`src/rtl/core/prc_pkg.sv`:
```
// ----------------------------------------------------------------------------
// prc_pkg
// Shared types and constants of the priority range classifier.
// ----------------------------------------------------------------------------
package prc_pkg;

	localparam int MaxEntries = 64;
	localparam int IdxW = $clog2(MaxEntries);
	localparam int CntW = $clog2(MaxEntries + 1);

	localparam logic [1:0] FUNC_REG = 2'd0;
	localparam logic [1:0] FUNC_LOOKUP = 2'd1;
	localparam logic [1:0] FUNC_CLASSIFY = 2'd2;

	localparam logic [1:0] ST_OK = 2'd0;
	localparam logic [1:0] ST_FULL = 2'd1;
	localparam logic [1:0] ST_NOTFOUND = 2'd2;

	// one stored rule: id and four lo/hi bound pairs
	typedef struct packed {
		logic [7:0] id;
		logic [7:0][31:0] bnd; // lo,hi for temp, precip, humid, height
	} rule_t;

	// controller to datapath
	typedef struct packed {
		logic cap;        // capture input item
		logic scan_clr;   // restart scan index
		logic scan_inc;   // advance scan index
		logic wr;         // write rule table
		logic wr_at_scan; // write at scan index, else at count
		logic cnt_inc;
		logic dflt_sel;   // write default rule instead of input
		logic [1:0] dflt_idx;
		logic set_found;  // result from scanned entry
		logic set_res;    // result from controller fields
		logic [1:0] res_status;
		logic res_id_new; // result id = stored id of new entry
	} prc_cmd_t;

	// datapath to controller
	typedef struct packed {
		logic [1:0] func;
		logic id_zero;
		logic empty;
		logic full;
		logic scan_end;  // scan index reached count
		logic id_hit;    // entry at scan index has input id (valid in the cycle after the read)
		logic cls_hit;
	} prc_sts_t;

	function automatic rule_t default_rule(input logic [1:0] k);
		rule_t r;
		r.id = {6'd0, k} + 8'd1;
		unique case (k)
			2'd0: r.bnd = {32'd0, 32'd0, 32'(1 << 16), 32'(1 << 15),
				32'(4 << 16), 32'(1 << 16), 32'(305 << 16), 32'(270 << 16)};
			2'd1: r.bnd = {32'd0, 32'd0, 32'(1 << 15), 32'd0,
				32'(1 << 16), 32'd0, 32'(350 << 16), 32'(285 << 16)};
			2'd2: r.bnd = {32'd0, 32'(300 << 16), 32'(1 << 16), 32'd0,
				32'(2 << 16), 32'd0, 32'(275 << 16), 32'd0};
			default: r.bnd = {32'(100 << 16), 32'd0, 32'd0, 32'(1 << 15),
				32'd0, 32'(2 << 16), 32'(320 << 16), 32'(260 << 16)};
		endcase
		return r;
	endfunction

	function automatic logic in_range(input logic [31:0] v, input logic [31:0] lo,
		input logic [31:0] hi);
		if (lo == 32'd0 && hi == 32'd0) return 1'b1;
		if ($signed(v) < $signed(lo)) return 1'b0;
		if (hi != 32'd0 && $signed(hi) < $signed(v)) return 1'b0;
		return 1'b1;
	endfunction

endpackage

```
`src/rtl/core/prc_ctrl.sv`:
```
// ----------------------------------------------------------------------------
// prc_ctrl
// Sequencer: captures an item, scans the rule table, loads defaults, writes.
// ----------------------------------------------------------------------------
module prc_ctrl import prc_pkg::*; (
	input  logic clk,
	input  logic arst_n,
	input  logic in_valid,
	output logic in_ready,
	output logic out_valid,
	input  logic out_ready,
	input  prc_sts_t sts,
	output prc_cmd_t cmd
);

	typedef enum logic [2:0] {
		S_IDLE, S_DISPATCH, S_DFLT, S_READ, S_CHECK, S_DONE
	} state_t;

	state_t state_q;
	logic [1:0] dflt_q;

	// accept only out of reset, when idle and no result waits
	assign in_ready = arst_n && (state_q == S_IDLE) && !out_valid;

	always_comb begin
		cmd = '0;
		cmd.dflt_idx = dflt_q;
		unique case (state_q)
			S_IDLE: begin
				cmd.cap = in_valid && in_ready;
				cmd.scan_clr = 1'b1;
			end
			S_DISPATCH: begin
				cmd.scan_clr = 1'b1;
				if (sts.func == FUNC_REG && sts.full) begin
					cmd.set_res = 1'b1;
					cmd.res_status = ST_FULL;
				end else if (sts.func == FUNC_LOOKUP && sts.id_zero) begin
					cmd.set_res = 1'b1;
					cmd.res_status = ST_NOTFOUND;
				end else if (sts.func == 2'd3) begin
					cmd.set_res = 1'b1;
					cmd.res_status = ST_OK;
				end
			end
			S_DFLT: begin
				cmd.wr = 1'b1;
				cmd.dflt_sel = 1'b1;
				cmd.cnt_inc = 1'b1;
				cmd.scan_clr = 1'b1;
			end
			S_READ: ;
			S_CHECK: begin
				// scanned entry in rd register; scan index still points at it
				if (sts.scan_end) begin
					cmd.set_res = 1'b1;
					if (sts.func == FUNC_REG) begin
						cmd.wr = 1'b1;
						cmd.cnt_inc = 1'b1;
						cmd.res_id_new = 1'b1;
						cmd.res_status = ST_OK;
					end else if (sts.func == FUNC_LOOKUP) cmd.res_status = ST_NOTFOUND;
					else cmd.res_status = ST_OK;
				end else if (sts.func == FUNC_REG && sts.id_hit && !sts.id_zero) begin
					cmd.wr = 1'b1;
					cmd.wr_at_scan = 1'b1;
					cmd.set_res = 1'b1;
					cmd.res_id_new = 1'b1;
					cmd.res_status = ST_OK;
				end else if (sts.func == FUNC_LOOKUP && sts.id_hit) begin
					cmd.set_found = 1'b1;
				end else if (sts.func == FUNC_CLASSIFY && sts.cls_hit) begin
					cmd.set_found = 1'b1;
				end else begin
					cmd.scan_inc = 1'b1;
				end
			end
			default: ;
		endcase
	end

	// state and result valid
	always_ff @(posedge clk or negedge arst_n) begin
		if (!arst_n) begin
			state_q <= S_IDLE;
			dflt_q <= '0;
			out_valid <= 1'b0;
		end else begin
			if (out_valid && out_ready) out_valid <= 1'b0;
			unique case (state_q)
				S_IDLE: if (cmd.cap) state_q <= S_DISPATCH;
				S_DISPATCH: begin
					dflt_q <= '0;
					if (cmd.set_res) begin
						out_valid <= 1'b1;
						state_q <= S_IDLE;
					end else if (sts.func == FUNC_CLASSIFY && sts.empty) state_q <= S_DFLT;
					else state_q <= S_READ;
				end
				S_DFLT: begin
					dflt_q <= dflt_q + 2'd1;
					if (dflt_q == 2'd3) state_q <= S_READ;
				end
				S_READ: state_q <= S_CHECK;
				S_CHECK: begin
					if (cmd.set_res || cmd.set_found) begin
						out_valid <= 1'b1;
						state_q <= S_DONE;
					end else state_q <= S_READ;
				end
				S_DONE: state_q <= S_IDLE;
				default: state_q <= S_IDLE;
			endcase
		end
	end

endmodule

```
`config.mk`:
```
export PLATFORM = sky130hd
export DESIGN_NAME = prc_ctrl
export DESIGN_NICKNAME = d
export VERILOG_FILES = /design/src/rtl/core/prc_pkg.sv /design/src/rtl/core/prc_ctrl.sv
export SDC_FILE = /design/constraint.sdc
export NUM_CORES = 1
export LEC_CHECK = 0
export BUFFER_PORTS_ARGS = -buffer_cell sky130_fd_sc_hd__buf_2
export CORE_MARGIN = 2
export CORE_UTILIZATION = 41
export DETAILED_ROUTE_END_ITERATION = 8
export PLACE_DENSITY = 0.73
export SYNTH_ARGS = -nofsm -noshare
export SYNTH_HDL_FRONTEND = slang
export SYNTH_SLANG_ARGS = --single-unit
```
`constraint.sdc`:
```
create_clock -name clk -period 1.1 [get_ports clk]
set_input_delay 0 -clock clk [delete_from_list [all_inputs] [get_ports clk]]
set_output_delay 0 -clock clk [all_outputs]
set_load 0.02 [all_outputs]
```
==> impl_metrics.env, run 1 <==
export IMPL_outcome="finished with violations"
export IMPL_violations="setup timing"
export IMPL_setup_violations_final=19
export IMPL_core_area_um2=1490
export IMPL_synthArstFlopShare_pct=100
export IMPL_rrSetupSlack_ps=-150
export IMPL_nets=130
export IMPL_cp_required_ps=1100
export IMPL_clock_skew_ps=5.09
export IMPL_die_area_um2=1920
export IMPL_min_path_type="in -> reg"
export IMPL_io_pins=28
export IMPL_syn_to_final_growth_pct=58.4
export IMPL_synth_cells=75
export IMPL_cts_root_buf="clkbuf_4"
export IMPL_start_kind="flop"
export IMPL_yosysWarnings=0
export IMPL_rsz0062_at_grt="true"
export IMPL_worstSetupEndpointType="output pin"
export IMPL_yosys_mux_area_fraction_pct=1.73
export IMPL_antenna_found_initial=0
export IMPL_cts_tree="built"
export IMPL_portBuffers=27
export IMPL_synth_top_family_by_area="simple AND/OR/NAND/NOR gates"
export IMPL_synthFlopType="dfrtp_1"
export IMPL_syn_nets=88
export IMPL_synthDistinctLibCells=38
export IMPL_gp_congestion=0.770
export IMPL_grt_overflow_total=0
export IMPL_seq_area_frac_synth_pct=23.1
export IMPL_rr_worst_depth=5
export IMPL_synth_compound_gate_area_share_pct=25.0
export IMPL_peakVddDrop_mv=1.65
export IMPL_worst_slack_ps=-328
export IMPL_worst_ep_arrival_time_ps=1430
export IMPL_routed_wl_um=1800
export IMPL_synthesis_area_um2=649
export IMPL_hold_depth=3
export IMPL_crit_type="reg -> out"
export IMPL_syn_area_per_cell_um2=8.66
export IMPL_drive_gt1_share_pct=57.4
export IMPL_grt_pass1_vias=610
export IMPL_synth_edf_count=0
export IMPL_row_count=14
export IMPL_synth_simple_gate_area_share_pct=39.3
export IMPL_period_share_pct=130
export IMPL_hpwl_um=1190
export IMPL_clock_path_buffers=2
export IMPL_regToRegStartpoint="state_q[1]"
export IMPL_die_w_um=43.8
export IMPL_r2r_end="dflt_q[1]"
export IMPL_slew_viol_final=0
export IMPL_synth_area_top_cells="dfrtp_1 23%, buf_6 5.2%, nor2b_1 4.8%"
export IMPL_min_period_ps=1430
export IMPL_fp_dieH_um=43.8
export IMPL_cts_num_sinks=6
export IMPL_slew_headroom_pct=71.7
export IMPL_synth_top_cell_area_share_pct=23.1
export IMPL_grt_max_degree=13
export IMPL_synth_adder_area_share_pct=1.93
export IMPL_wl_per_cell_um=13.7
export IMPL_yosys_area_top_type="dfrtp_1"
export IMPL_finalHoldViolCount=0
export IMPL_routed_via_density=5.52
export IMPL_leakage_nw=0.467
export IMPL_design_area_um2=1030
export IMPL_min_to="out_valid"
export IMPL_setup_tns_ps=-2970
export IMPL_max_slew_worst_pin_slew_ps=418
export IMPL_synth_xor_area_share_pct=0
export IMPL_dr_first_iter_drc_count=7
export IMPL_grt_pass1_wl_um=2720
export IMPL_cts_buffers=3
export IMPL_drc=0
export IMPL_grtUsageTotal_pct=19.2
export IMPL_timing_fmax_mhz=700
export IMPL_cts_clk_slew_worst_paths_ps=40
export IMPL_crit_fanout=5
export IMPL_dp_slack_ps=-56.5
export IMPL_ant_nets=0
export IMPL_ys_seq_elements=6
export IMPL_antennaDiodeCount=0
export IMPL_ys_top_cells_by_count="6 x dfrtp_1, 6 x o21ai_1, 5 x nor2_1, 5 x nor2b_1"
export IMPL_min_delay_start="out_ready"
export IMPL_p_per_area_nw_per_um2=2600
export IMPL_ctsHtreeMaxLevel=1
export IMPL_placed_area_um2=842
export IMPL_clock_latency_ps=250
export IMPL_maxCapViolations=0
export IMPL_num_vias=723
export IMPL_drt_pass1_iter_count=4
export IMPL_start_util_pct=43.6
export IMPL_finalPower_w=0.00267
-- cells in the final DEF (no fill, tap or decap), types with 3 or more instances in the layout --
master / netlist / layout
inv_1: 3 / 3
buf_2: 1 / 15
o21ai_1: 6 / 6
nand2_1: 3 / 3
buf_4: 1 / 19
nor2_1: 5 / 4
dfrtp_1: 6 / 4
buf_6: 3 / 7
nand3b_1: 4 / 4
clkbuf_4: 0 / 3
a21oi_2: 0 / 3
nor2b_1: 5 / 3
-- area by class of cell --
type | instances | area (um2)
multi-input cells | 61 | 515
fillers | 119 | 460
repair buffers | 42 | 307
flip-flops and latches | 6 | 153
clock buffers | 3 | 22.5
well taps | 16 | 20.0
inverters | 3 | 11.3
-- state kept, by name, summed over array words and instances (netlist names) --
| name | count |
|---|---|
| dflt_q | 2 |
| out_valid | 1 |
| state_q | 3 |
-- per-stage QoR --
step / std cells / hold WS (ps) / utilization [%]
after floorplan: 75 / -296 / -
after global placement: 121 / -157 / 56.6
after detailed placement: 121 / -155 / 56.6
after CTS: 128 / 55.1 / 63.5
after global routing: 131 / 46.6 / 69.1
final: 131 / 44.9 / 69.1
-- cell families (layout without fill, tap and decap cells) --
| group | after synthesis | after routing |
|---|---|---|
| buffers and inverters | 8 | 48 |
| adder cells (fa/ha/maj) | 1 | 1 |
| AO/OA/AOI/OAI | 23 | 23 |
| AND/OR/NAND/NOR | 36 | 36 |
| multiplexers | 1 | 1 |
| flip-flops | 6 | 6 |
-- critical path: stages (launching register included) --
cell,delay (ps)
dfrtp_1,410
and2b_1,230
a22oi_2,100
nor4b_4,250
buf_4,190
-- worst max-delay path by stage --
stage / cells after the start / startpoint / end
finish: 4 / state_q[0] / cmd[2]
global route: 4 / state_q[0] / cmd[2]
CTS: 4 / state_q[0] / cmd[2]
detailed placement: 4 / state_q[0] / cmd[2]
global placement: 4 / state_q[0] / cmd[2]
floorplan: 3 / state_q[1] / cmd[9]
-- what timing repair did --
action	4_1_cts	5_1_grt
hold endpoints to repair	6	0
gates resized for setup	15	19
cloned	0	1
setup endpoints to repair	15	19
buffers inserted	3	2
pin swaps	4	5
hold buffers	1	0
-- report_power, final --
part / switching, W / total (W) / internal, W
clock: 0.0000865 / 0.000210 / 0.000124
combinational: 0.000996 / 0.00202 / 0.00102
sequential: 0.000112 / 0.000443 / 0.000331
total: 0.00119 / 0.00267 / 0.00148
-- routing by layer --
layer	part of all wire [%]	vias to the layer above	GRT usage [%]
met4	1.7	0	10.9
met3	3.9	4	2.50
met1	43	340	25.6
met5	0	-	0
li1	-	358	-
met2	52	21	29.7
(Power assumes the default switching activity.)
==> run 2: changes to the inputs <==
==> config.mk (replaced) <==
export PLATFORM = sky130hd
export DESIGN_NAME = prc_ctrl
export DESIGN_NICKNAME = d
export VERILOG_FILES = /design/src/rtl/core/prc_pkg.sv /design/src/rtl/core/prc_ctrl.sv
export SDC_FILE = /design/constraint.sdc
export NUM_CORES = 1
export LEC_CHECK = 0
export CORE_AREA = 2 2 39 41
export CTS_CLUSTER_DIAMETER = 50
export DETAILED_ROUTE_END_ITERATION = 8
export DIE_AREA = 0 0 41 43
export DONT_BUFFER_PORTS = 1
export PLACE_DENSITY = 0.66
export SYNTH_ARGS = -nofsm -noshare
export SYNTH_HDL_FRONTEND = slang
export SYNTH_SLANG_ARGS = --single-unit
==> impl_metrics.env, run 2 (synthesis results as in run 1) <==
export IMPL_cts_tree="built"
export IMPL_wl_per_cell_um=17.2
export IMPL_worst_slack_ps=-275
export IMPL_final_cell_mix="13 x buf_4, 13 x buf_6, 4 x o21ai_1, 4 x nand3b_1, 4 x dfrtp_1"
export IMPL_rr_worst_depth=5
export IMPL_p_sw_share_pct=45.1
export IMPL_clock_power_share_pct=7.3
export IMPL_cp_slowest_cell="dfrtp_1"
export IMPL_outcome="finished with violations"
export IMPL_multi_input_area_um2=581
export IMPL_ff_latch_area_um2=153
export IMPL_grt_pass1_vias=641
export IMPL_io_pins=28
export IMPL_portBuffers=0
export IMPL_drt_pass1_iter_count=4
export IMPL_grt_pass1_wl_um=2850
export IMPL_slew_viol_final=0
export IMPL_maxCapViolations=0
export IMPL_antenna_found_initial=0
export IMPL_crit_family="simple AND/OR/NAND/NOR gates"
export IMPL_r2r_end="state_q[0]"
export IMPL_p_comb_share_pct=76.8
export IMPL_regToRegStartpoint="state_q[2]"
export IMPL_crit_fanout=5
export IMPL_hold_depth=3
export IMPL_die_w_um=41
export IMPL_core_area_um2=1380
export IMPL_clock_skew_ps=9.12
export IMPL_syn_to_final_growth_pct=64.2
export IMPL_min_to="state_q[1]"
export IMPL_die_area_um2=1760
export IMPL_min_delay_start="sts[5]"
export IMPL_cts_num_sinks=6
export IMPL_violations="hold timing, setup timing"
export IMPL_rsz0062_at_grt="true"
export IMPL_cts_buffers=3
export IMPL_sequentialPowerShare_pct=16.0
export IMPL_numPlacedInstances=105
export IMPL_min_path_type="in -> reg"
export IMPL_grtUsageTotal_pct=24.5
export IMPL_drive_gt1_share_pct=59.8
export IMPL_clock_path_buffers=2
export IMPL_start_kind="flop"
export IMPL_ant_nets=0
export IMPL_instances_no_fill=118
export IMPL_largest_reg_flops=3
export IMPL_period_share_pct=125
export IMPL_drc=0
export IMPL_placed_area_um2=790
export IMPL_routed_wl_um=2030
export IMPL_peakVddDrop_mv=1.76
export IMPL_clock_latency_ps=250
export IMPL_fp_dieH_um=43
export IMPL_reg_top3="state_q x3, dflt_q x2, out_valid x1"
export IMPL_rrSetupSlack_ps=-110
export IMPL_min_period_ps=1370
export IMPL_row_count=14
export IMPL_p_per_area_nw_per_um2=2700
export IMPL_slew_headroom_pct=57.4
export IMPL_ctsHtreeMaxLevel=1
export IMPL_internal_power_w=0.00158
export IMPL_cp_slowest_stage_delay_ps=410
export IMPL_grt_max_degree=13
export IMPL_hpwl_um=1210
export IMPL_leakage_nw=0.437
export IMPL_antennaDiodeCount=0
export IMPL_crit_buf_inv=1
export IMPL_start_util_pct=46.9
export IMPL_dr_first_iter_drc_count=11
export IMPL_finalHoldViolCount=1
export IMPL_gp_congestion=0.785
export IMPL_cts_root_buf="clkbuf_4"
export IMPL_timing_fmax_mhz=727
export IMPL_num_vias=681
export IMPL_setup_violations_final=19
export IMPL_cp_required_ps=1100
export IMPL_finalPower_w=0.00288
export IMPL_fillers=97
export IMPL_power_switching_w=0.00130
export IMPL_worst_ep_arrival_time_ps=1370
export IMPL_top_register="state_q"
export IMPL_crit_type="reg -> out"
export IMPL_grt_overflow_total=0
export IMPL_worstSetupEndpointType="output pin"
export IMPL_design_area_um2=1070
export IMPL_routed_via_density=5.77
export IMPL_crit_chain="and2b_1 -> a22oi_2 -> nor4b_4 -> buf_4"
export IMPL_max_slew_worst_pin_slew_ps=628
export IMPL_fin_hold_ws_ps=-5.12
export IMPL_nets=117
export IMPL_cts_clk_slew_worst_paths_ps=50
run 2: changes by cell type in the layout (fill, tap and decap cells not counted), moves of 2 or more:
cell and delta:
a21oi_2 -2, a21oi_4 +2, buf_2 -15, buf_4 -6, buf_6 +6, nand2b_4 +2
nor2_1 -2, nor2_4 +2, o21ai_1 -2, o21ai_2 +2
run 2: worst max-delay path by stage:
| stage | from | endpoint | slack (ps) | cells past startpoint |
|---|---|---|---|---|
| 2_1_floorplan | state_q[1] | cmd[9] | -20 | 3 |
| 3_3_place_gp | state_q[2] | dflt_q[0] | -20 | 4 |
| 3_5_place_dp | state_q[2] | cmd[9] | -90 | 4 |
| 4_1_cts | state_q[0] | cmd[2] | -280 | 4 |
| 5_1_grt | state_q[0] | cmd[2] | -330 | 4 |
| 6_report | state_q[0] | cmd[2] | -270 | 4 |
run 2: repair_timing:
| item | CTS | global route |
|---|---|---|
| pin swaps | 7 | 8 |
| gates resized for setup | 25 | 19 |
| endpoints found under the hold margin | 7 | 0 |
| setup buffers | 6 | 2 |
| setup endpoints to repair | 18 | 19 |
| hold buffers | 2 | 0 |
run 2: layout make-up:
class / instances / area share, %
Timing Repair Buffer: 29 / 26.2
Clock buffer: 3 / 2.11
Inverter: 3 / 1.06
Tap cell: 16 / 1.88
Multi-Input combinational cell: 61 / 54.5
Sequential cell: 6 / 14.3
run 2: power groups by stage:
stage	combinational, W	sequential, W	clock (W)
4_1_cts	0.00193	0.000435	0.000212
3_5_place_dp	0.00145	0.000419	0
2_1_floorplan	0.000991	0.000465	0
5_1_grt	0.00234	0.000473	0.000228
3_3_place_gp	0.00142	0.000414	0
6_report	0.00221	0.000460	0.000209
run 2: per-layer routing:
metal	vias to the layer above	GRT usage, %	wire length, um
met2	18	38.8	1090
li1	333	-	-
met1	328	30.5	826
met4	0	4.00	9
met5	-	0	0
met3	2	10.5	102
run 2: worst register-to-register path: stages, from the launching register on:
cell,delay [ps]
dfrtp_2,440
buf_6,150
buf_6,110
nand2b_4,130
a21o_1,160
a22oi_1,150
run 2: through the flow:
stage / util (%) / setup TNS (ps) / setup slack [ps]
after floorplan: - / -31.0 / -17.3
after global placement: 57.1 / -37.6 / -24.6
after detailed placement: 57.1 / -456 / -92.3
after CTS: 70.6 / -3210 / -276
after global routing: 77.0 / -4080 / -331
final: 77.0 / -3140 / -275
